<file path="config.mk">
export PLATFORM = sky130hd
export DESIGN_NAME = qadd_fcvt
export DESIGN_NICKNAME = d
export VERILOG_FILES = /design/src/hw/rtl/qadd_fcvt.sv
export SDC_FILE = /design/constraint.sdc
export NUM_CORES = 1
export LEC_CHECK = 0
export ABC_AREA = 1
export BUFFER_PORTS_ARGS = -buffer_cell sky130_fd_sc_hd__clkbuf_2
export CORE_MARGIN = 3
export CORE_UTILIZATION = 26
export DETAILED_ROUTE_END_ITERATION = 7
export GPL_ROUTABILITY_DRIVEN = 0
export PLACE_DENSITY = 0.49
export SLEW_MARGIN = 40
export SYNTH_ARGS = -nofsm -noshare
export SYNTH_HDL_FRONTEND = slang
export SYNTH_SLANG_ARGS = --single-unit
</file>
<file path="constraint.sdc">
create_clock -name clk -period 8.05 [get_ports clk]
set_input_delay 1.61 -clock clk [delete_from_list [all_inputs] [get_ports clk]]
set_output_delay 1.61 -clock clk [all_outputs]
set_load 0.01 [all_outputs]
</file>
<file path="src/hw/rtl/qadd_fcvt.sv">
module qadd_fcvt (
  input  logic              clk,
  input  logic              en,
  input  logic [31:0]       quot_bits,
  input  logic signed [7:0] clamp_low,
  input  logic signed [7:0] clamp_high,
  output logic signed [7:0] value
);

  logic [7:0]         qe;
  logic               nan;
  logic               s;
  logic [9:0]         t;
  logic [9:0]         mag;
  logic signed [9:0]  r;
  logic signed [9:0]  lo, hi;

  // round half away from zero, saturate, clamp to the bounds
  always_comb begin
    qe  = quot_bits[30:23];
    s   = quot_bits[31];
    nan = (&qe) & (|quot_bits[22:0]);
    t   = 10'd0;
    mag = 10'd0;
    if (nan) begin
      r = 10'sd256;
    end else if (qe >= 8'd135) begin
      r = s ? -10'sd256 : 10'sd256;
    end else if (qe < 8'd126) begin
      r = 10'sd0;
    end else begin
      t   = 10'({1'b1, quot_bits[22:0]} >> (8'd149 - qe));
      mag = (t + 10'd1) >> 1;
      r   = s ? $signed(10'(-mag)) : $signed(mag);
    end
    lo = {{2{clamp_low[7]}}, clamp_low};
    hi = {{2{clamp_high[7]}}, clamp_high};
    if (r < lo) r = lo;
    if (r > hi) r = hi;
  end

  always_ff @(posedge clk) begin
    if (en) value <= r[7:0];
  end

endmodule

</file>
Word level (Yosys, flattened, before mapping)
Cells that the tools add are included.

storage, ports and cells
  flip-flop bits (word level) = 8
  bits in latches = 0
  bits in writable memories = 0
  memory bits (read-only) = 0
  input port bits = 50
  output and inout port bits = 8
  logic and storage cells = 19
  memories = 0

operators by class
  add/sub/neg operators = 3
  $mul = 0
  div/mod/pow operators = 0
  magnitude comparators = 4
  equal/unequal tests = 0
  shift operators = 1
  multiplexer cells = 7
  bitwise gates (word level) = 1
  reductions and logical operators = 2

operator list
  kind                                                                           number
  10-bit two-way mux                                                             6
  24-bit by 8-bit right shift with 10-bit output                                 1
  23-bit OR reduction                                                            1
  10-bit by 1-bit adder with 10-bit output (second input constant)               1
  10-bit by 8-bit > comparator with 1-bit output                                 1
  10-bit by 8-bit less-than comparator with 1-bit output                         1
  9-bit negation with 10-bit output                                              1
  8-bit >= comparator (second input constant)                                    1
  8-bit by 7-bit less-than comparator with 1-bit output (second input constant)  1
  8-bit two-way mux                                                              1
  8-bit AND reduction                                                            1
  8-bit subtractor (first input constant)                                        1
  1-bit bitwise AND                                                              1

Logic depth before layout (Yosys ltp)
  depth in word-level cells = 12
  depth in mapped cells = 51
  gate-level depth less buffers = 49

Worst setup path after synthesis
No wires, ideal clock.

  kind = input port to flip-flop
  from = in quot_bits[24]
  to = reg value[2], data pin
  setup time = 0.267 ns
  data arrival time = 6.864 ns
  data required time = 7.783 ns
  slack = 0.920 ns
  stages on the path = 38
  path buffers = 3
  cell sequence = ha_1 > o21ai_2 > nand3_1 > nand2_2 > buf_2 > nand4_1 > nand3_1 > nand3_1 > nand3_1 > nand3_1 > a21oi_4 > ha_1 > nand3_2 > nor2_4 > nand2_1 > nand2_2 > nand3_2 > nor3_1 > [2 not listed] > inv_1 > ha_1 > nand2_1 > o41ai_2 > xor2_1 > buf_2 > nand2_1 > a21boi_0 > ha_1 > nand2_1 > nor2_1 > o211ai_1 > o2111ai_1 > xnor2_1 > nand2_1 > clkbuf_1 > nand2_1 > o21ai_0

between the ends
  word-level cells in the longest chain between the ends = 12
  elaborated cells between the ends (all ways) = 16
  classes of those cells = add/sub: 3; order compare: 4; shift: 1; mux: 6; bitwise: 1; reduce/logical: 1

ends and longest elaborated chain
  what                                                    line  RTL
  start: declaration                                      4     input logic [31:0] quot_bits,
  8-bit subtractor                                        32    t = 10'({1'b1, quot_bits[22:0]} >> (8'd149 - qe));
  24-bit by 8-bit right shift with 10-bit output          32
  10-bit by 1-bit adder with 10-bit output                33    mag = (t + 10'd1) >> 1;
  9-bit negation with 10-bit output                       34    r = s ? $signed(10'(-mag)) : $signed(mag);
  10-bit two-way mux                                      34
  10-bit two-way mux                                      29    end else if (qe < 8'd126) begin
  10-bit two-way mux                                      27    end else if (qe >= 8'd135) begin
  10-bit two-way mux (*)                                  25    if (nan) begin
  10-bit by 8-bit less-than comparator with 1-bit output  38    if (r < lo) r = lo;
  10-bit two-way mux (*)                                  38
  10-bit by 8-bit > comparator with 1-bit output          39    if (r > hi) r = hi;
  8-bit two-way mux (*)                                   39
  net r[2]                                                15    logic signed [9:0] r;
  end signal: assignment                                  43    if (en) value <= r[7:0];
  end: declaration                                        7     output logic signed [7:0] value

The timed path passes the listed nets; every way through them passes the cells marked *.
A chain may end at the register's enable or synchronous reset.

Worst setup path in the final report
  from = in quot_bits[26]
  to = reg value[2], data pin

Same word-level chain as after synthesis.

==> PnR_summary.wiki <==
{| class="wikitable"
! Metric !! Value
|-
| Fraction of registers with async set/reset || 0
|-
| TritonCTS clock tree || done
|-
| Maximum level of the CTS H-tree || 1
|-
| Sinks on Clock Net || 8
|-
| Top reg by flops || value
|-
| Category of the most critical setup path || input port to register
|-
| Wire length of the first global-routing pass || 16200 um
|-
| Main flop type after synthesis || edfxtp_1
|-
| Slew of the pin with the lowest slew margin || 0.661 ns
|-
| Layout Cell Area excl Fill || 0.00371 mm2
|-
| Ant. Diodes || 0
|-
| Share of cells above drive strength 1 || 0.208
|-
| Floorplan row count || 38
|-
| Part of the power in registers || 0.144
|-
| Final setup violation count || 0
|-
| Fraction of the yosys area taken by sequential cells || 0.0788
|-
| Biggest area consumer among synthesized cells || nand2_1
|-
| Part of the total power dissipated in combinational logic || 0.694
|-
| EDFF count, synth || 8
|-
| Half-perimeter wire length of the detailed placement result || 8100 um
|-
| Number of flip-flops in the largest register || 8
|-
| Top flop regs || value: 8 flops
|-
| Die span in y || 114 um
|-
| Arrival time worst endpoint || 7.48 ns
|-
| Commonest cells in the netlist || nand2_1 (152), nand3_1 (108), inv_1 (63)
|-
| Pin count of the biggest net entering global routing || 26
|-
| Clock period minus final worst setup slack || 7.52 ns
|-
| Net Sw Power || 0.249 mW
|-
| Cell count after synthesis || 546
|-
| Top-area cell type share of the netlist area || 0.187
|-
| Cell area reported after detailed placement || 0.00346 mm2
|-
| Count of input and output buffers || 57
|-
| Worst hold path depth || 3
|-
| Kind of start point of the critical path || input port
|-
| Growth of design area from synthesis to finish || 21.5%
|-
| CP max-delay cell || xnor2_1
|-
| Area enclosed by the die boundary || 0.0131 mm2
|-
| Gr usage total || 0.145
|-
| Internal portion of total power || 0.261 mW
|-
| Final Routed Wirelength || 9850 um
|-
| Result of the run || finished, final reports clean
|-
| WL per Instance || 13.3 um
|-
| Setup WS pre-CTS || 0.0711 ns
|-
| Cell mode on critical path || nand2_1
|-
| Detailed route wirelength on metal2 || 4870 um
|-
| Floorplan Core Area || 0.0111 mm2
|-
| Maximum ir drop on the vdd rail || 180 uV
|-
| Final worst path period share || 0.934
|-
| DRC violations left || 0
|-
| Remaining global-route overflow || 0
|-
| Clock group share of total power || 0.163
|-
| Number of synthesis warnings || 0
|-
| Pleak || 1.92 nW
|-
| Worst min-delay path category || input port to register
|-
| Worst-case setup margin in the final layout || 0.533 ns
|-
| Via count of the first global-routing pass || 3471
|-
| Antenna violations before repair || 0
|-
| Violation count after the first detailed-route iteration || 313
|-
| Power density relative to cell area || 138 mW/mm2
|-
| Max capacitance violation total || 0
|-
| CTS Root Buffer Type || clkbuf_16
|-
| Critical path required time || 8.02 ns
|-
| Synthesized cell area || 0.00305 mm2
|-
| Chip Width || 114 um
|-
| Crit-path max FO || 19
|-
| Number of max-slew violations in the final report || 0
|-
| Headroom to the max-slew limit || 0.559
|-
| Nets || 674
|-
| Total clock buffers created by CTS || 3
|-
| Final hold viol count || 0
|-
| Via Count || 3808
|-
| Met1 Wirelength || 4510 um
|-
| Number of search-and-repair iterations in the first detailed-routing pass || 5
|-
| End-of-flow core utilization || 0.333
|-
| Most instantiated library cell after synthesis || nand2_1
|-
| Max Clock Freq || 0.133 GHz
|-
| Crit-path max cell delay || 0.28 ns
|-
| Highest layer used for signal routing || met4
|-
| WHS || 1.68 ns
|-
| I/O pin cnt || 58
|-
| Met3 WL || 426 um
|-
| Synthesized area per cell || 5.59 um2
|-
| Syn nets || 618
|-
| Count of unique library cells instantiated by Yosys || 40
|-
| Post-route ant nets || 0
|-
| Avg Vias per Cell || 5.15
|-
| Clock-pin transition on the worst setup and hold timing paths || 0.04 ns
|-
| Largest cells by area after synthesis || nand2_1 (19%), nand3_1 (18%), nand4_1 (9.4%), ha_1 (9.0%), edfxtp_1 (7.9%)
|-
| Sort of element at the end of the critical path || register
|-
| Flops & latches, synth || 8
|-
| Worst-case clock buffer depth || 2
|-
| Share of total power consumed by net switching || 0.489
|-
| Initial cell density of the core || 0.274
|}
==> power groups by stage <==
stage	sequential, mW	clock, mW	combinational [mW]
after global routing	0.0746	0.0864	0.402
after detailed placement	0.0745	0	0.324
final	0.0733	0.0830	0.354
after CTS	0.0739	0.0850	0.325
after floorplan	0.0831	0	0.228
after global placement	0.0738	0	0.320
==> critical path: cells and delay by family <==
kind	cells	cell delay, ns
and+or+nand+nor	26	2.76
AOI/OAI and AO/OA	9	1.26
adders and majority gates	3	0.70
buffers and inverters	4	0.68
xor gates and xnor gates	2	0.48
==> final timing paths <==
| check | end | start |
|---|---|---|
| setup / recovery | value[2] | quot_bits[26] |
| hold / removal | value[7] | clamp_high[7] |
==> stage by stage <==
stage | std cells | total power, mW | setup TNS, ns
final | 740 | 0.510 | 0
after global routing | 740 | 0.563 | -0.303
after CTS | 734 | 0.484 | 0
after detailed placement | 731 | 0.398 | 0
after global placement | 731 | 0.393 | 0
after floorplan | 546 | 0.311 | 0
==> layout by cell type, fill, tap and decap left out, drive strengths merged, types with 6 or more instances in the layout <==
master / instances
a21oi: 16
buf: 15
clkbuf: 61
edfxtp: 8
ha: 22
inv: 64
nand2: 164
nand3: 114
nand4: 46
nor2: 35
nor4: 6
o21ai: 23
==> per-layer routing <==
layer / up-vias / global-route usage
met1: 1725 / 0.205
met2: 98 / 0.248
met3: 4 / 0.00846
met5: - / 0
met4: 0 / 0.0206
li1: 1981 / -
==> cell type report <==
class	count	area (um2)
flip-flops and latches	8	240
fillers	1295	7420
repair inverters	1	7.51
multi-input cells	449	2540
clock buffers	3	75.1
well taps	140	175
repair buffers	73	424
inverters	66	249
==> logic make-up after synthesis <==
| group | after synthesis | synth area share |
|---|---|---|
| DFF | 8 | 0.0788 |
| xor gates and xnor gates | 5 | 0.0168 |
| AOI/OAI and AO/OA | 50 | 0.103 |
| and+or+nand+nor | 371 | 0.585 |
| adders and majority gates | 22 | 0.0902 |
| buffers and inverters | 90 | 0.126 |
==> what timing repair did <==
item                                    4_1_cts  5_1_grt
resized for setup                             0       30
hold buffers                                  0        0
endpoints found under the setup margin        0        8
setup buffers                                 0        3
Power figures use the tool's default switching activity.
