$ cat config.mk
export PLATFORM = sky130hd
export DESIGN_NAME = qadd_fdiv
export DESIGN_NICKNAME = d
export VERILOG_FILES = /design/src/hw/rtl/qadd_pkg.sv /design/src/hw/rtl/qadd_fdiv.sv
export SDC_FILE = /design/constraint.sdc
export NUM_CORES = 2
export LEC_CHECK = 0
export BUFFER_PORTS_ARGS = -buffer_cell sky130_fd_sc_hd__buf_2
export CAP_MARGIN = 20
export CORE_AREA = 5 5 321 323
export DETAILED_ROUTE_END_ITERATION = 12
export DIE_AREA = 0 0 326 328
export PLACE_DENSITY = 0.86
export REMOVE_ABC_BUFFERS = 1
export SLEW_MARGIN = 20
export SYNTH_ARGS = -nofsm -noshare
export SYNTH_HDL_FRONTEND = slang
export SYNTH_SLANG_ARGS = --single-unit
$ cat constraint.sdc
create_clock -name clk -period 29.7 [get_ports clk]
set_input_delay 2.97 -clock clk [delete_from_list [all_inputs] [get_ports clk]]
set_output_delay 2.97 -clock clk [all_outputs]
set_load 0.02 [all_outputs]
$ cat src/hw/rtl/qadd_pkg.sv
package qadd_pkg;

  // pipeline shape
  localparam int NUM_STAGES         = 15;
  localparam int DIV_ITER_STAGES    = 7;
  localparam int DIV_BITS_PER_STAGE = 4;

  // register indexes
  localparam logic [2:0] REG_SCALE_A      = 3'd0;
  localparam logic [2:0] REG_SCALE_B      = 3'd1;
  localparam logic [2:0] REG_SCALE_RESULT = 3'd2;
  localparam logic [2:0] REG_CLAMP_LOW    = 3'd3;
  localparam logic [2:0] REG_CLAMP_HIGH   = 3'd4;

  // float32 constants
  localparam logic [31:0] FP_ONE  = 32'h3F80_0000;
  localparam logic [31:0] FP_QNAN = 32'h7FC0_0000;
  localparam logic [7:0]  EXP_MAX = 8'hFF;

  // special value flags carried beside a datapath
  typedef struct packed {
    logic nan;
    logic inf;
    logic zero;
    logic sign;
  } fp_class_t;

  // position of the highest set bit
  function automatic logic [4:0] lead32(input logic [31:0] v);
    logic [4:0] p;
    p = 5'd0;
    for (int i = 0; i < 32; i++) begin
      if (v[i]) p = 5'(i);
    end
    return p;
  endfunction

  // round to nearest even and pack; sig has its leading one at bit 26,
  // bits 2..0 are guard, round and sticky; e is the biased exponent
  function automatic logic [31:0] fp_round(input logic s, input logic signed [11:0] e,
                                           input logic [26:0] sig);
    logic [11:0] sh;
    logic [26:0] mask;
    logic [26:0] m27;
    logic        inc;
    logic [24:0] m;
    logic [11:0] ex;
    logic [31:0] res;
    if (e < 12'sd1) begin
      sh = 12'(12'sd1 - e);
      if (sh > 12'd27) sh = 12'd27;
      mask = ~(27'h7FF_FFFF << sh[4:0]);
      m27  = (sig >> sh[4:0]) | {26'd0, |(sig & mask)};
      ex   = 12'd0;
    end else begin
      m27 = sig;
      ex  = 12'(e);
    end
    inc = m27[2] & (m27[1] | m27[0] | m27[3]);
    m   = {1'b0, m27[26:3]} + {24'd0, inc};
    if (ex == 12'd0) begin
      res = {s, 7'd0, m[23:0]};
    end else begin
      if (m[24]) ex = ex + 12'd1;
      if (ex >= 12'd255) res = {s, EXP_MAX, 23'd0};
      else res = {s, ex[7:0], m[22:0]};
    end
    return res;
  endfunction

endpackage

$ cat src/hw/rtl/qadd_fdiv.sv
module qadd_fdiv (
  input  logic        clk,
  input  logic [8:0]  en,
  input  logic [31:0] num_bits,
  input  logic [31:0] den_bits,
  output logic [31:0] quot_bits
);

  localparam int NI = qadd_pkg::DIV_ITER_STAGES;

  // unpack, special cases, normalise subnormal significands
  logic                x_nan, y_nan, x_inf, y_inf, x_z, y_z;
  logic [23:0]         sx, sy, mx, my;
  logic [4:0]          shx, shy;
  logic [7:0]          ebx, eby;
  logic signed [11:0]  e_next;
  qadd_pkg::fp_class_t cls_next;

  always_comb begin
    x_nan = (&num_bits[30:23]) & (|num_bits[22:0]);
    y_nan = (&den_bits[30:23]) & (|den_bits[22:0]);
    x_inf = (&num_bits[30:23]) & ~(|num_bits[22:0]);
    y_inf = (&den_bits[30:23]) & ~(|den_bits[22:0]);
    x_z   = num_bits[30:0] == 31'd0;
    y_z   = den_bits[30:0] == 31'd0;
    sx    = {|num_bits[30:23], num_bits[22:0]};
    sy    = {|den_bits[30:23], den_bits[22:0]};
    shx   = 5'd23 - qadd_pkg::lead32({8'd0, sx});
    shy   = 5'd23 - qadd_pkg::lead32({8'd0, sy});
    mx    = sx << shx;
    my    = sy << shy;
    ebx   = (num_bits[30:23] == 8'd0) ? 8'd1 : num_bits[30:23];
    eby   = (den_bits[30:23] == 8'd0) ? 8'd1 : den_bits[30:23];
    e_next = $signed({4'd0, ebx}) - $signed({7'd0, shx}) - $signed({4'd0, eby})
           + $signed({7'd0, shy}) + 12'sd127;
    cls_next.nan  = x_nan | y_nan | (x_z & y_z) | (x_inf & y_inf);
    cls_next.inf  = ~cls_next.nan & (x_inf | y_z);
    cls_next.zero = ~cls_next.nan & ~cls_next.inf & (x_z | y_inf);
    cls_next.sign = num_bits[31] ^ den_bits[31];
  end

  // stage registers; index 0 is the setup stage
  logic [24:0]         it_r   [NI+1];
  logic [27:0]         it_q   [NI+1];
  logic [23:0]         it_my  [NI+1];
  logic signed [11:0]  it_e   [NI+1];
  qadd_pkg::fp_class_t it_cls [NI+1];

  always_ff @(posedge clk) begin
    if (en[0]) begin
      it_r[0]   <= {1'b0, mx};
      it_q[0]   <= 28'd0;
      it_my[0]  <= my;
      it_e[0]   <= e_next;
      it_cls[0] <= cls_next;
    end
  end

  // restoring division, DIV_BITS_PER_STAGE (4) quotient bits per stage
  for (genvar g = 0; g < NI; g++) begin : g_iter
    logic [24:0] r_step;
    logic [27:0] q_step;

    always_comb begin
      r_step = it_r[g];
      q_step = it_q[g];
      for (int k = 0; k < qadd_pkg::DIV_BITS_PER_STAGE; k++) begin
        if (r_step >= {1'b0, it_my[g]}) begin
          r_step = r_step - {1'b0, it_my[g]};
          q_step = {q_step[26:0], 1'b1};
        end else begin
          q_step = {q_step[26:0], 1'b0};
        end
        r_step = {r_step[23:0], 1'b0};
      end
    end

    always_ff @(posedge clk) begin
      if (en[g+1]) begin
        it_r[g+1]   <= r_step;
        it_q[g+1]   <= q_step;
        it_my[g+1]  <= it_my[g];
        it_e[g+1]   <= it_e[g];
        it_cls[g+1] <= it_cls[g];
      end
    end
  end

  // pick the leading quotient bit, round and pack
  logic                rem;
  logic [27:0]         q;
  logic [26:0]         sig;
  logic signed [11:0]  e_q;
  qadd_pkg::fp_class_t cls_q;
  logic [31:0]         bits_next;

  always_comb begin
    q     = it_q[NI];
    rem   = |it_r[NI];
    cls_q = it_cls[NI];
    if (q[27]) begin
      sig = {q[27:2], q[1] | q[0] | rem};
      e_q = it_e[NI];
    end else begin
      sig = {q[26:1], q[0] | rem};
      e_q = it_e[NI] - 12'sd1;
    end
    if (cls_q.nan) bits_next = qadd_pkg::FP_QNAN;
    else if (cls_q.inf) bits_next = {cls_q.sign, qadd_pkg::EXP_MAX, 23'd0};
    else if (cls_q.zero) bits_next = {cls_q.sign, 31'd0};
    else bits_next = qadd_pkg::fp_round(cls_q.sign, e_q, sig);
  end

  always_ff @(posedge clk) begin
    if (en[NI+1]) quot_bits <= bits_next;
  end

endmodule

### Word-level counts from Yosys, hierarchy flattened

Memory sizes are Yosys's and may differ from the RTL's.
Cells that the tools add are included.

* bits in registers: 32
* memory bits (writable): 744
* input bits: 74
* output and inout bits: 32
* word-level logic and storage cells: 268
* memories kept: 5

* $add $sub $neg: 38
* magnitude comparators: 31
* shift-type cells: 4
* mux-type cells: 144
* bitwise logic cells: 28
* reduce and logical (&&, ||, !) cells: 15

Memories
* it_q: words 8, bits a word 28, read ports 8, clocked after Yosys merged registers in 0, write ports 8, RTL line qadd_fdiv.sv:44 `logic [27:0] it_q [NI+1];`
* it_r: words 8, bits a word 25, read ports 8, clocked after Yosys merged registers in 0, write ports 8, RTL line qadd_fdiv.sv:43 `logic [24:0] it_r [NI+1];`
* it_my: words 8, bits a word 24, read ports 7, clocked after Yosys merged registers in 0, write ports 8, RTL line qadd_fdiv.sv:45 `logic [23:0] it_my [NI+1];`
* it_e: words 8, bits a word 12, read ports 8, clocked after Yosys merged registers in 0, write ports 8, RTL line qadd_fdiv.sv:46 `logic signed [11:0] it_e [NI+1];`
* it_cls: words 8, bits a word 4, read ports 8, clocked after Yosys merged registers in 0, write ports 8, RTL line qadd_fdiv.sv:47 `qadd_pkg::fp_class_t it_cls [NI+1];`

Operators with widths (number)
* 25-bit by 24-bit >= comparator with 1-bit output: 28
* 24-bit 2-to-1 mux: 28
* 24-bit subtractor: 28
* 5-bit 2-to-1 mux: 49
* 27-bit 2-to-1 mux: 5
* 12-bit 2-to-1 mux: 10
* 31-bit 2-to-1 mux: 3
* 31-bit logical NOT: 2
* 24-bit by 5-bit << shifter with 24-bit output: 2
* 1-bit 2-to-1 mux: 46
* 23-bit OR reduction: 2
* 27-bit bitwise AND: 1
* 27-bit inverter: 1
* 27-bit by 1-bit OR with 27-bit output: 1
* 27-bit OR reduction: 1
* 27-bit by 5-bit << shifter with 27-bit output (first input constant): 1
* 27-bit by 5-bit >> shifter with 27-bit output: 1
* 24-bit by 1-bit adder with 25-bit output: 1
* 25-bit OR reduction: 1
* 23-bit 2-to-1 mux: 1
* 8-bit logical NOT: 2
* 8-bit 2-to-1 mux: 2
* 8-bit AND reduction: 2
* 8-bit OR reduction: 2
* 18 further kinds: 40

### Longest topological paths before layout

An unclocked memory read counts as a cell.

* depth after elaboration: 33
* gate-level depth with buffers: 69
* gate-level depth less buffers: 64

### Worst setup path before layout

OpenSTA, ideal clock, no wires.

* path kind: flip-flop to flip-flop
* start: memory it_my[3][1]
* end: memory it_r[4][14], in the netlist it_r[1][14], data pin
* library setup time: 0.261 ns
* arrival: 13.904 ns
* required time: 29.439 ns
* setup slack: 15.535 ns
* stages on the path, launching flop included: 68
* path buffers: 5
* clock period less this slack: 14.165 ns
* path through: edfxtp_1 -> inv_1 -> ha_1 -> nor2b_1 -> o21ai_0 -> a21boi_0 -> o21ai_0 -> a21boi_0 -> o21a_1 -> o21ai_0 -> nand3_1 -> nand4_1 -> a31o_2 -> a21oi_1 -> nor2_1 -> clkinv_1 -> buf_1 -> o21ai_0 -> [... 32 more ...] -> nor2b_1 -> o21ai_0 -> a21boi_0 -> o21ai_0 -> a21boi_0 -> o21ai_0 -> a21oi_1 -> o211ai_1 -> a31oi_1 -> a41o_1 -> o41ai_1 -> a211oi_1 -> or4_1 -> a21o_1 -> o31ai_1 -> inv_1 -> clkbuf_1 -> a221o_1

RTL lines (RTL line)
* start: declaration: qadd_fdiv.sv:45
* end: declaration: qadd_fdiv.sv:43

==> impl_metrics.csv <==
group,metric,value,unit
clock_tree,cts_hold_buf,0,
clock_tree,clkLatencyLatePin,0.65,ns
detailed_routing,drc,0,
placement,hpwl,150000,um
clock_tree,clockBufferDepth,3,
hold_path,hold_class,"register to register",
yosys,synthXorXnorAreaFrac,7.75,%
yosys,yosys.area.top_type,"edfxtp_1",
critical_path,cpMostUsedCell,"o21ai_0",
critical_path,cp_slowest_cell,"and2_1",
layout,syn_to_final_growth,6.39,%
yosys,synth_warnings,0,
floorplan,core_area,0.0996,mm2
detailed_routing,wl_per_cell,22.6,um
critical_path,required,30.07,ns
timing,achievable-frequency,0.0565,GHz
layout,drive_gt1_share,10.9,%
timing,setup_violations,0,
clock_tree,htreeDepth,3,
clock_tree,tritoncts,"done",
timing,skew,0.0312,ns
yosys,yosys.area_share.simple,16.1,%
yosys,avgSynthCellArea,8.99,um2
floorplan,die_h,328,um
critical_path,cp-end-kind,"register",
timing,slew_headroom,24.2,%
yosys,synth_compound_area_share,20.3,%
detailed_routing,ant_nets,0,
critical_path,slowest_delay,0.66,ns
placement,dp_slack,12.56,ns
yosys,netlist_instances,7168,
floorplan,die_w,326,um
yosys,synth_top_area_share,29.5,%
run,cap_viol_max_count,0,
timing,maxSlewViolCount,0,
timing,finalCritPeriodShare,59.6,%
layout,final_nets,7965,
global_route,grt_max_degree,76,
clock_tree,post-cts-setup-buffers,0,
timing,finalHoldViolCount,0,
timing,finalSetupTns,0,ns
floorplan,io_pins,106,
yosys,synth_flop_cell,"edfxtp_1",
global_route,antenna_found_initial,5,
detailed_routing,via_per_inst,6.71,
global_route,grt_pass1_vias,54500,
timing,worst_slack,11.99,ns
detailed_routing,wl,194000,um
clock_tree,cts_made_buffers,69,
yosys,synth_top_family_by_area,"compound AO/OA/AOI/OAI gates",
timing,worst_slew_pin_slew,1.11,ns
yosys,synth_edf_count,632,
detailed_routing,drt_pass1_iterations,6,
global_route,grt-ovfl-total,0,
yosys,ys_top_cells_by_count,"ha_1 (671), edfxtp_1 (632), a21oi_1 (608)",
floorplan,fp-row-count,116,
yosys,synthesis.area,0.0644,mm2
floorplan,die_area,0.107,mm2
clock_tree,clk_pin_slew_worst_paths,0.07,ns
yosys,synth-seq-area-share,29.5,%
yosys,async_flop_share,0,%
run_status,status,"completed",
detailed_routing,drt_iter0_drc,6517,
yosys,ys_seq_elements,632,
timing,whs,0.413,ns
floorplan,initial_utilization,64.7,%
yosys,ys_top_cells_by_area,"edfxtp_1 (29%), ha_1 (13%), mux2_2 (6.0%), a21oi_1 (4.7%), xnor2_1 (4.6%)",
yosys,yosysUniqueCellTypes,109,
critical_path,cp_max_fo,21,
global_route,grt.total_usage,34.7,%
clock_tree,cts_sinks,632,
timing,rsz0062_at_grt,"no",
clock_tree,cts-resized-gates,0,
critical_path,crit_arrival,18.08,ns
placement,gp_congestion,1.01,
detailed_routing,num_vias,57400,
global_route,grt_pass1_wl,299000,um
yosys,synth_fa_ha_area_share,13.5,%
timing,post-route-min-period,17.71,ns
yosys,synth_mux_area_share,8.81,%
placement,portBuffers,105,
yosys,yosysMostFrequentCell,"ha_1",
critical_path,cp-start-kind,"register",
critical_path,crit_type,"register to register",
clock_tree,cts-root-buf,"clkbuf_16",
==> state kept, by name (all words and copies together), names as in the netlist <==
| signal | count |
|---|---|
| it_cls | 32 |
| it_e | 96 |
| it_my | 168 |
| it_q | 112 |
| it_r | 192 |
| quot_bits | 32 |
==> stage by stage <==
stage	cell area [um2]	utilization [%]	cells
after floorplan	63500	-	6966
final	68500	68.8	8557
after global placement	66300	66.5	8431
after detailed placement	66300	66.5	8431
after CTS	68500	68.8	8554
after global routing	68500	68.8	8556
==> path summary, 6_finish.rpt <==
| path | from | end | slack [ns] | depth (start not counted) |
|---|---|---|---|---|
| max | it_my[3][1]$_DFFE_PP_ | it_r[1][7]$_DFFE_PP_ | 11.99 | 62 |
| min | it_e[0][47]$_DFFE_PP_ | it_e[1][11]$_DFFE_PP_ | 0.41 | 0 |
| max reg2reg | it_my[3][1]$_DFFE_PP_ | it_r[1][7]$_DFFE_PP_ | 11.99 | 62 |
| min reg2reg | it_e[0][47]$_DFFE_PP_ | it_e[1][11]$_DFFE_PP_ | 0.41 | 0 |
==> area by class of cell <==
type | instances | area (um2)
multi-input combinational | 5869 | 42900
fill | 7771 | 31000
sequential | 632 | 19000
clock buffer | 80 | 1770
inverter | 465 | 1750
tap | 1298 | 1620
timing repair buffer | 169 | 1030
clock inverter | 43 | 488
antenna | 1 | 2.50
==> critical path: cells and delay by family (launching register included) <==
kind	cells	cell delay, ns
simple gates	8	2.06
fa+ha+maj	4	1.35
mux	2	0.90
buf+inv	6	2.38
compound gates	42	10.23
flops	1	0.47
==> layer usage <==
layer	GRT usage (%)	vias to the layer above	routed length (um)	share of wire, %
li1	-	26900	-	-
met1	43.7	27000	75500	39
met2	57.9	2892	90000	46
met3	5.02	673	16100	8.3
met4	18.6	0	12200	6.3
met5	0	-	0	0
==> cells by family (layout without fill, tap and decap cells) <==
family	after synthesis	in the layout
AO/OA/AOI/OAI	2039	2039
multiplexers	484	484
flip-flops	632	632
other	1	2
AND/OR/NAND/NOR	2089	2089
adder cells (fa/ha/maj)	686	686
XOR/XNOR	570	570
buffers and inverters	667	757
==> placed cells by master, fill, tap and decap left out, types with 50 or more instances in the layout <==
cell       synthesis  layout
nand3_1          134     134
a21o_1           255     255
nand2b_1          80      80
nand2_1          438     438
nor2b_1           86      86
inv_1            455     455
and2_1            66      66
xnor2_1          341     340
xor2_1           229     228
o31ai_1           50      50
a21boi_0          52      52
mux2_2           342     342
edfxtp_1         632     632
buf_4             12      67
and3_1            66      65
nand4_1          123     123
o21bai_1          96      96
nor4_1            60      60
or2_2             53      53
clkbuf_16          0      69
a211oi_1          56      55
mux2i_1          106     105
nor2_1           598     595
ha_1             671     671
a21oi_1          608     606
o21ai_0          432     432
or3_1             60      60
o21a_1            54      54
a31oi_1           67      67
buf_2             13     100
nor3_1           211     210
Power is not shown: default switching activity piles up to over one toggle a cycle in this logic, so the estimate is an artifact.
