### config.mk
export PLATFORM = sky130hd
export DESIGN_NAME = qadd_fadd
export DESIGN_NICKNAME = d
export VERILOG_FILES = /design/src/hw/rtl/qadd_pkg.sv /design/src/hw/rtl/qadd_fadd.sv
export SDC_FILE = /design/constraint.sdc
export NUM_CORES = 1
export LEC_CHECK = 0
export ABC_AREA = 1
export CAP_MARGIN = 20
export CORE_UTILIZATION = 40
export CTS_CLUSTER_SIZE = 24
export DETAILED_ROUTE_END_ITERATION = 8
export DONT_BUFFER_PORTS = 1
export GPL_ROUTABILITY_DRIVEN = 0
export SYNTH_ARGS = -nofsm -noshare
export SYNTH_HDL_FRONTEND = slang
export SYNTH_SLANG_ARGS = --single-unit
### constraint.sdc
create_clock -name clk -period 13.63 [get_ports clk]
set_input_delay 2.726 -clock clk [delete_from_list [all_inputs] [get_ports clk]]
set_output_delay 2.726 -clock clk [all_outputs]
set_load 0.05 [all_outputs]
### src/hw/rtl/qadd_pkg.sv
package qadd_pkg;

  // pipeline shape
  localparam int NUM_STAGES         = 15;
  localparam int DIV_ITER_STAGES    = 7;
  localparam int DIV_BITS_PER_STAGE = 4;

  // register indexes
  localparam logic [2:0] REG_SCALE_A      = 3'd0;
  localparam logic [2:0] REG_SCALE_B      = 3'd1;
  localparam logic [2:0] REG_SCALE_RESULT = 3'd2;
  localparam logic [2:0] REG_CLAMP_LOW    = 3'd3;
  localparam logic [2:0] REG_CLAMP_HIGH   = 3'd4;

  // float32 constants
  localparam logic [31:0] FP_ONE  = 32'h3F80_0000;
  localparam logic [31:0] FP_QNAN = 32'h7FC0_0000;
  localparam logic [7:0]  EXP_MAX = 8'hFF;

  // special value flags carried beside a datapath
  typedef struct packed {
    logic nan;
    logic inf;
    logic zero;
    logic sign;
  } fp_class_t;

  // position of the highest set bit
  function automatic logic [4:0] lead32(input logic [31:0] v);
    logic [4:0] p;
    p = 5'd0;
    for (int i = 0; i < 32; i++) begin
      if (v[i]) p = 5'(i);
    end
    return p;
  endfunction

  // round to nearest even and pack; sig has its leading one at bit 26,
  // bits 2..0 are guard, round and sticky; e is the biased exponent
  function automatic logic [31:0] fp_round(input logic s, input logic signed [11:0] e,
                                           input logic [26:0] sig);
    logic [11:0] sh;
    logic [26:0] mask;
    logic [26:0] m27;
    logic        inc;
    logic [24:0] m;
    logic [11:0] ex;
    logic [31:0] res;
    if (e < 12'sd1) begin
      sh = 12'(12'sd1 - e);
      if (sh > 12'd27) sh = 12'd27;
      mask = ~(27'h7FF_FFFF << sh[4:0]);
      m27  = (sig >> sh[4:0]) | {26'd0, |(sig & mask)};
      ex   = 12'd0;
    end else begin
      m27 = sig;
      ex  = 12'(e);
    end
    inc = m27[2] & (m27[1] | m27[0] | m27[3]);
    m   = {1'b0, m27[26:3]} + {24'd0, inc};
    if (ex == 12'd0) begin
      res = {s, 7'd0, m[23:0]};
    end else begin
      if (m[24]) ex = ex + 12'd1;
      if (ex >= 12'd255) res = {s, EXP_MAX, 23'd0};
      else res = {s, ex[7:0], m[22:0]};
    end
    return res;
  endfunction

endpackage

### src/hw/rtl/qadd_fadd.sv
module qadd_fadd (
  input  logic        clk,
  input  logic [2:0]  en,
  input  logic [31:0] x_bits,
  input  logic [31:0] y_bits,
  output logic [31:0] sum_bits
);

  // unpack, order by magnitude, align the smaller operand
  logic                x_nan, y_nan, x_inf, y_inf, swap;
  logic [31:0]         big, little;
  logic [7:0]          b_eb, s_eb, d;
  logic [26:0]         b27, s27, al, mask;
  qadd_pkg::fp_class_t cls_next;

  always_comb begin
    x_nan  = (&x_bits[30:23]) & (|x_bits[22:0]);
    y_nan  = (&y_bits[30:23]) & (|y_bits[22:0]);
    x_inf  = (&x_bits[30:23]) & ~(|x_bits[22:0]);
    y_inf  = (&y_bits[30:23]) & ~(|y_bits[22:0]);
    swap   = y_bits[30:0] > x_bits[30:0];
    big    = swap ? y_bits : x_bits;
    little = swap ? x_bits : y_bits;
    b_eb   = (big[30:23] == 8'd0) ? 8'd1 : big[30:23];
    s_eb   = (little[30:23] == 8'd0) ? 8'd1 : little[30:23];
    d      = b_eb - s_eb;
    b27    = {|big[30:23], big[22:0], 3'b000};
    s27    = {|little[30:23], little[22:0], 3'b000};
    mask   = 27'd0;
    if (d >= 8'd27) begin
      al = {26'd0, |s27};
    end else begin
      mask = ~(27'h7FF_FFFF << d[4:0]);
      al   = (s27 >> d[4:0]) | {26'd0, |(s27 & mask)};
    end
    cls_next.nan  = x_nan | y_nan | (x_inf & y_inf & (x_bits[31] ^ y_bits[31]));
    cls_next.inf  = ~cls_next.nan & (x_inf | y_inf);
    cls_next.zero = 1'b0;
    if (x_inf | y_inf) cls_next.sign = x_inf ? x_bits[31] : y_bits[31];
    else cls_next.sign = big[31];
  end

  qadd_pkg::fp_class_t a1_cls;
  logic                a1_sub;
  logic [26:0]         a1_big, a1_small;
  logic [7:0]          a1_e;

  always_ff @(posedge clk) begin
    if (en[0]) begin
      a1_cls   <= cls_next;
      a1_sub   <= x_bits[31] ^ y_bits[31];
      a1_big   <= b27;
      a1_small <= al;
      a1_e     <= b_eb;
    end
  end

  // add or subtract, then normalise
  logic [27:0]         r;
  logic [4:0]          p, lsh;
  logic [26:0]         n;
  logic signed [11:0]  e_n;
  qadd_pkg::fp_class_t cls2;

  always_comb begin
    r    = a1_sub ? ({1'b0, a1_big} - {1'b0, a1_small})
                  : ({1'b0, a1_big} + {1'b0, a1_small});
    p    = qadd_pkg::lead32({4'd0, r});
    lsh  = 5'd26 - p;
    cls2 = a1_cls;
    if (r[27]) begin
      n   = {r[27:2], r[1] | r[0]};
      e_n = $signed({4'd0, a1_e}) + 12'sd1;
    end else begin
      n   = r[26:0] << lsh;
      e_n = $signed({4'd0, a1_e}) - $signed({7'd0, lsh});
    end
    cls2.zero = (r == 28'd0) & ~a1_cls.nan & ~a1_cls.inf;
    if (cls2.zero) cls2.sign = a1_sub ? 1'b0 : a1_cls.sign;
  end

  qadd_pkg::fp_class_t a2_cls;
  logic [26:0]         a2_sig;
  logic signed [11:0]  a2_e;

  always_ff @(posedge clk) begin
    if (en[1]) begin
      a2_cls <= cls2;
      a2_sig <= n;
      a2_e   <= e_n;
    end
  end

  // round and pack
  logic [31:0] bits_next;

  always_comb begin
    if (a2_cls.nan) bits_next = qadd_pkg::FP_QNAN;
    else if (a2_cls.inf) bits_next = {a2_cls.sign, qadd_pkg::EXP_MAX, 23'd0};
    else if (a2_cls.zero) bits_next = {a2_cls.sign, 31'd0};
    else bits_next = qadd_pkg::fp_round(a2_cls.sign, a2_e, a2_sig);
  end

  always_ff @(posedge clk) begin
    if (en[2]) sum_bits <= bits_next;
  end

endmodule

Word-level counts from Yosys, hierarchy flattened
Cells that the tools add are included.
{ "op_classes": {"shifts": 5, "n_reduce_logical": 15, "bitwise": 28, "n_addsub": 9, "n_mux": 61, "order_cmp": 5} }
{ "op_table": {"columns": ["op", "count"], "rows": [
  ["2-to-1 mux 5 bit", 31],
  ["2-to-1 mux 31 bit", 4],
  ["2-to-1 mux 12 bit", 10],
  ["2-to-1 mux 27 bit", 4],
  ["AND 27 bit", 2],
  ["NOT 27 bit", 2],
  ["bitwise OR 27 x 1 -> 27 bit", 2],
  ["OR reduction 27 bit", 2],
  ["left shift 27 x 5 -> 27 bit (first input constant)", 2],
  [">> shifter 27 x 5 -> 27 bit", 2],
  ["OR reduction 23 bit", 2],
  ["2-to-1 mux 32 bit", 1],
  ["> comparator 31 bit", 1],
  ["OR reduction 31 bit", 1],
  ["adder 27 x 27 -> 28 bit", 1],
  ["zero test 28 bit", 1],
  ["2-to-1 mux 28 bit", 1],
  ["subtractor 27 x 27 -> 28 bit", 1],
  ["left shift 27 x 5 -> 27 bit", 1],
  ["2-to-1 mux 26 bit", 1],
  ["adder 24 x 1 -> 25 bit", 1],
  ["2-to-1 mux 23 bit", 1],
  ["zero test 8 bit", 2],
  ["2-to-1 mux 8 bit", 2],
  ["20 further kinds", 45]
]} }
{ "word_totals": {"regBits": 138, "inputBits": 68, "out_inout_bits": 32} }

Depth between registers and ports, before layout
{ "depth": {"depth_word": 32, "depth_mapped": 43} }

Worst setup path after synthesis
Ideal clock, no wire load.
{ "synth_path": {"path_kind": "input port to flip-flop", "startpoint": "input x_bits[20]", "endpoint": "register a1_small[0] (data pin)", "slack_ps": 5538, "path_stages": 40, "arrival_time_ps": 7826, "setup_ps": 265, "cell_sequence": "inv_1 > ha_1 > a21oi_1 > nor2_1 > a211oi_1 > a21oi_1 > a2111oi_0 > nand2_1 > nand2_1 > clkbuf_1 > clkbuf_1 > clkbuf_1 > nand2_1 > o21ai_0 > inv_1 > nor4_1 > a21oi_1 > ha_1 > (+4 left out) > nand2_1 > a21oi_1 > o21ai_0 > a21oi_1 > xnor2_1 > o2111ai_1 > inv_1 > nand2_1 > inv_1 > nand2_1 > o21ai_0 > inv_1 > nor4_1 > nand2_1 > nor2_1 > o211ai_1 > a21oi_1 > a21oi_1"} }
{ "synth_via": {"elab_chain_cells": 11, "elab_cells_between_ends": 18} }
{ "synth_lines": {"columns": ["item", "line", "source"], "rows": [
  ["from (decl)", "qadd_fadd.sv:4", "input logic [31:0] x_bits,"],
  ["> comparator 31 bit (*)", "qadd_fadd.sv:21", "swap = y_bits[30:0] > x_bits[30:0];"],
  ["2-to-1 mux 32 bit (*)", "qadd_fadd.sv:22", "big = swap ? y_bits : x_bits;"],
  ["zero test 8 bit", "qadd_fadd.sv:24", "b_eb = (big[30:23] == 8'd0) ? 8'd1 : big[30:23];"],
  ["2-to-1 mux 8 bit (*)", "qadd_fadd.sv:24", null],
  ["net b_eb[1]", "qadd_fadd.sv:12", "logic [7:0] b_eb, s_eb, d;"],
  ["subtractor 8 bit (*)", "qadd_fadd.sv:26", "d = b_eb - s_eb;"],
  ["left shift 27 x 5 -> 27 bit", "qadd_fadd.sv:33", "mask = ~(27'h7FF_FFFF << d[4:0]);"],
  ["NOT 27 bit", "qadd_fadd.sv:33", null],
  ["AND 27 bit", "qadd_fadd.sv:34", "al = (s27 >> d[4:0]) | {26'd0, |(s27 & mask)};"],
  ["OR reduction 27 bit", "qadd_fadd.sv:34", null],
  ["bitwise OR 27 x 1 -> 27 bit", "qadd_fadd.sv:34", null],
  ["2-to-1 mux 1 bit (*)", "qadd_fadd.sv:30", "if (d >= 8'd27) begin"],
  ["net al[0]", "qadd_fadd.sv:13", "logic [26:0] b27, s27, al, mask;"],
  ["to (signal assigned)", "qadd_fadd.sv:53", "a1_small <= al;"],
  ["to (decl)", "qadd_fadd.sv:45", "logic [26:0] a1_big, a1_small;"]
]} }
Mark *: on every way through the listed nets, which the timed path passes. The rest lies on a longest branch.
A chain may end at the register's enable or synchronous reset.

Worst setup path after layout
{ "layout_path": {"startpoint": "input x_bits[22]", "endpoint": "register a1_small[0] (data pin)"} }
The elaborated chain is that of the path after synthesis.

==> flow_results.org <==
** Global routing
- Global routing used approximately 25% of the available tracks across all layers.
- Maximum number of pins on one net before global-route repair :: ~110
- The number of antenna violations at the first check in global routing is 0.
- Wire length of the first global-routing pass :: about 83 mm
- The number of global-route vias before repair came to 16.03k.
- Summed over all layers, the global routing overflow is 0.

** Yosys
- Sequential cells were found to cover roughly 26% of the synthesized design area.
- Share of synthesized registers carrying an async set or reset :: 0%
- Mapped Nets :: 2734
- Number of synthesis warnings :: 0
- Most frequently used flop master after synthesis :: sky130_fd_sc_hd__edfxtp_1
- Adder-cell share of the synthesized area :: 8.111%
- Cell Area, Synth :: 0.01601 mm^2
- Post-synth top area share :: about a quarter
- Yosys attributes the largest share of cell area to sky130_fd_sc_hd__edfxtp_1 26%, sky130_fd_sc_hd__nand2_1 19%, sky130_fd_sc_hd__ha_1 7.7%.
- Dominant combinational cell family by area after synthesis :: simple AND/OR/NAND/NOR gates
- In this run, distinct cell masters in the synthesized netlist total 60.
- Fraction of synthesized area in multiplexers :: less than 1%
- After synthesis, the mean cell area works out to 6.245 um^2.
- Area leader, netlist :: sky130_fd_sc_hd__edfxtp_1
- Of the total synthesized cell area, the portion taken by AND, OR, NAND and NOR gates is between 30 and 40%.
- Synthesis produced 2564 cells.
- Synthesized-area fraction occupied by ao, oa, aoi and oai cells :: 15.74%
- Number of storage elements in the synthesis netlist :: between 100 and 150
- The synthesized netlist devotes 3.009% of its cell area to XOR and XNOR gates.
- In this run, synthesis inferred 136 flip-flops with an integrated enable.

** Floorplan
- Overall die width :: between 200 and 250 um
- Die area :: approximately 0.041 mm^2
- Vert. Die Dim :: 202.1 um
- Number of top-level design ports :: 100
- The initial utilization of the core area, before any placement, comes to slightly above 40%.
- Row cnt :: 72
- In this run the standard cell core region covers 0.03910 mm^2.

** Cells and area
- In the final design database the tool counted between 2k and 3k nets.
- Layout cells sized above 1 :: 3.747%
- ANT cells :: 0
- Compared with the post-synthesis result, the final layout area differs by 5.431%.
- Finished Core Util :: between 40% and 50%

** Clock tree
- # resized after CTS :: 0
- The later pin in the worst-skew pair is clocked with a latency of between 0.4 and 0.5 ns.
- Total number of clock tree sinks :: 136
- Buffers added to address setup during post-CTS repair amount to 0.
- H-tree Lvls :: 4
- The clock passes through at most 2 buffers.
- Clock tree from TritonCTS :: built
- Clk pin slew, worst setup/hold paths :: approximately 0.06 ns
- Number of buffers created by CTS :: 17
- Buffers inserted to repair hold after CTS numbered 0.
- The tree is rooted in a sky130_fd_sc_hd__clkbuf_16.

** STA
- After routing, the total negative slack on setup checks comes to 0 ns.
- Setup violations remaining at the end of the flow were counted as 0.
- The final max-slew violation count was 0.
- Worst rel slew slack :: approximately 34%
- Worst clock skew :: between 0.009 and 0.01 ns
- The worst path needs roughly 9.6 ns of the cycle, external delays included.
- Based on the critical path, the design can be clocked at up to 0.1037 GHz.
- Total count of hold-check failures in the final report :: 0
- RSZ-0062 raised after global routing :: false
- Final clock period utilization by the worst path :: between 70% and 80%
- At the pin with the least slew margin, the transition time is approximately 0.98 ns.

** Min path
- The worst hold path belongs to the class flip-flop to flip-flop.

** Worst setup path
- Critical path launch point type :: input port
- In this run the worst setup path terminates at a1_small[0]$_DFFE_PP_.
- CP max stage cell :: sky130_fd_sc_hd__fa_1
- In this run the critical register-to-register path is launched from a1_big[10]$_DFFE_PP_.
- CP Depth :: 32
- Data arrival time at the worst-slack endpoint :: between 9 and 10 ns
- The worst register-to-register path ends at a2_sig[21]$_DFFE_PP_.
- Among cell families on the critical path, the largest total delay comes from compound AO/OA/AOI/OAI gates.
- STA classifies the critical path endpoint as a flip-flop.
- Along the worst path, the maximum fanout reaches roughly 110.
- Together, buffers and inverters on the worst path number 7.
- STA puts the critical path data required time at 13.81 ns.
- Reg2reg setup slack :: a little over 6 ns
- The number of cells on the worst reg-to-reg path is 26.
- Start-to-end type of the worst setup path :: input port to flip-flop
- Maximum single-stage delay on the critical path :: approximately 0.76 ns
- The critical path starts at x_bits[22].

** Detailed routing
- Drc violations :: 3
- Once detail routing completed, the nets flagged for antenna violations numbered 0.
- For this run, the detailed router's first-pass iteration total came to 9.
- The final route contains about 17k vias.
- After detailed routing, the number of vias per cell comes to around 5.6.
- Wire length after detailed routing :: 51.29 mm
- First-iteration detailed-routing DRC count :: ~1.7k
- Dividing the detail-routed wire length by the instance count gives about 17 um.

** Power and ir drop
- IR analysis of the VDD net gives a maximum drop of between 0.08 and 0.09 mV.
- Dividing total power by cell area gives a power density of 173.8 mW/mm^2.
- Leak Pwr :: between 7 and 8 nW

** Outcome
- The checks that failed: design-rule violations.
- Status :: finished, violations left

** Place
- The HPWL after detailed placement is 41.10 mm.
- Number of buffers inserted by port buffering :: 0

** Flow run
- Max-cap violations in this run came to 0.
power by group:
group	total, mW	switching (mW)	internal [mW]
sequential	0.667	0.0958	0.571
clock	0.436	0.188	0.248
combinational	1.83	1.29	0.540
state kept, by name, summed over array words and instances (netlist names):
register  cells
sum_bits     32
a1_small     27
a2_sig       27
a1_big       24
a2_e         10
a1_e          8
a2_cls        4
a1_cls        3
a1_sub        1
layer usage:
metal,track usage (%),up-vias,share of wire (%)
met5,0,-,0
met4,12.28,0,4.4
met3,3.757,140,6.7
met2,40.78,768,45
met1,32.36,7672,44
li1,-,8413,-
worst min-delay path by stage:
stage                        startpoint                  end  slack (ns)  depth (start not counted)
floorplan           a1_cls[2]$_DFFE_PP_  a2_cls[2]$_DFFE_PP_        0.43                          0
global placement    a1_cls[3]$_DFFE_PP_  a2_cls[3]$_DFFE_PP_        0.45                          0
detailed placement  a1_cls[3]$_DFFE_PP_  a2_cls[3]$_DFFE_PP_        0.45                          0
CTS                 a1_cls[3]$_DFFE_PP_  a2_cls[3]$_DFFE_PP_        0.46                          0
global route        a1_cls[3]$_DFFE_PP_  a2_cls[3]$_DFFE_PP_        0.48                          0
finish              a1_cls[3]$_DFFE_PP_  a2_cls[3]$_DFFE_PP_        0.46                          0
final cells by class:
type                    instances  area [um^2]
clock buffers                  19        432.9
clock inverters                12        101.3
fillers                      4224        22220
inverters                     324         1216
multi-input cells            2002        10280
flip-flops and latches        136         4084
well taps                     518        648.1
repair buffers                 16        120.1
cells by family (layout without fill, tap and decap cells):
| family | count (synthesis) | after routing |
|---|---|---|
| muxes | 4 | 4 |
| AOI/OAI and AO/OA | 451 | 451 |
| DFF | 136 | 136 |
| and+or+nand+nor | 1390 | 1390 |
| adders and majority gates | 102 | 102 |
| buffers and inverters | 426 | 371 |
| xor gates and xnor gates | 55 | 55 |
cell usage after synthesis, types with 7 or more instances:
cell                         n
sky130_fd_sc_hd__buf_2      15
sky130_fd_sc_hd__a21oi_1   102
sky130_fd_sc_hd__nand4_1    50
sky130_fd_sc_hd__edfxtp_1  136
sky130_fd_sc_hd__o21bai_1    8
sky130_fd_sc_hd__inv_2      11
sky130_fd_sc_hd__xnor2_1    13
sky130_fd_sc_hd__o21ai_1    17
sky130_fd_sc_hd__or2_1       9
sky130_fd_sc_hd__ha_1       99
sky130_fd_sc_hd__buf_1      15
sky130_fd_sc_hd__o21ai_0   222
sky130_fd_sc_hd__o22ai_1    27
sky130_fd_sc_hd__o31ai_1    11
sky130_fd_sc_hd__nor4_1     18
sky130_fd_sc_hd__nor2_1    194
sky130_fd_sc_hd__nand3_1   238
sky130_fd_sc_hd__nor2_2     16
sky130_fd_sc_hd__o211ai_1   14
sky130_fd_sc_hd__a211oi_1    7
sky130_fd_sc_hd__nor3_1     42
sky130_fd_sc_hd__clkbuf_1   66
sky130_fd_sc_hd__a31oi_1    10
sky130_fd_sc_hd__xor2_1     42
sky130_fd_sc_hd__inv_1     309
sky130_fd_sc_hd__nand2_1   798
worst reg2reg max path, stage by stage, from the launching register on:
cell	delay, ns
sky130_fd_sc_hd__edfxtp_1	0.44
sky130_fd_sc_hd__ha_1	0.45
sky130_fd_sc_hd__a21oi_1	0.28
sky130_fd_sc_hd__o21ai_0	0.14
sky130_fd_sc_hd__a21oi_1	0.14
sky130_fd_sc_hd__nand2_1	0.11
sky130_fd_sc_hd__a31oi_1	0.29
sky130_fd_sc_hd__o21ai_0	0.20
sky130_fd_sc_hd__a21oi_1	0.22
sky130_fd_sc_hd__o21ai_0	0.17
sky130_fd_sc_hd__nand3_1	0.10
sky130_fd_sc_hd__nand2_1	0.05
sky130_fd_sc_hd__nand2_1	0.06
sky130_fd_sc_hd__buf_4	0.27
sky130_fd_sc_hd__inv_1	0.48
sky130_fd_sc_hd__nand2_1	0.69
sky130_fd_sc_hd__a21boi_1	0.75
sky130_fd_sc_hd__ha_1	0.31
sky130_fd_sc_hd__inv_1	0.05
sky130_fd_sc_hd__nand2_1	0.08
sky130_fd_sc_hd__nand2_1	0.07
sky130_fd_sc_hd__xnor2_1	0.55
sky130_fd_sc_hd__inv_2	0.25
sky130_fd_sc_hd__nor2_2	0.64
sky130_fd_sc_hd__o21ai_0	0.20
sky130_fd_sc_hd__nor2_1	0.18
sky130_fd_sc_hd__nor2_1	0.06
metrics by stage:
| stage | cell area (um^2) | hold WS, ns | std cells | total power [mW] | setup WS, ns |
|---|---|---|---|---|---|
| final | 16880 | 0.4601 | 3027 | 2.935 | 3.991 |
| after floorplan | 16010 | 0.4278 | 2564 | 1.982 | 5.538 |
| after detailed placement | 16350 | 0.4510 | 2996 | 2.447 | 3.635 |
| after global placement | 16350 | 0.4502 | 2996 | 2.433 | 4.012 |
| after CTS | 16880 | 0.4615 | 3027 | 2.889 | 4.110 |
| after global routing | 16880 | 0.4770 | 3027 | 3.177 | 3.086 |
placed cells by master (no fill, tap or decap), types with 18 or more instances in the layout:
master / count
sky130_fd_sc_hd__nand2_1: 797
sky130_fd_sc_hd__xor2_1: 42
sky130_fd_sc_hd__ha_1: 99
sky130_fd_sc_hd__o22ai_1: 27
sky130_fd_sc_hd__nand3_1: 238
sky130_fd_sc_hd__nand4_1: 50
sky130_fd_sc_hd__a21oi_1: 102
sky130_fd_sc_hd__nor4_1: 18
sky130_fd_sc_hd__inv_1: 309
sky130_fd_sc_hd__edfxtp_1: 136
sky130_fd_sc_hd__nor3_1: 42
sky130_fd_sc_hd__nor2_1: 194
sky130_fd_sc_hd__o21ai_0: 222
Note: power is estimated with default switching activity, not from simulation.
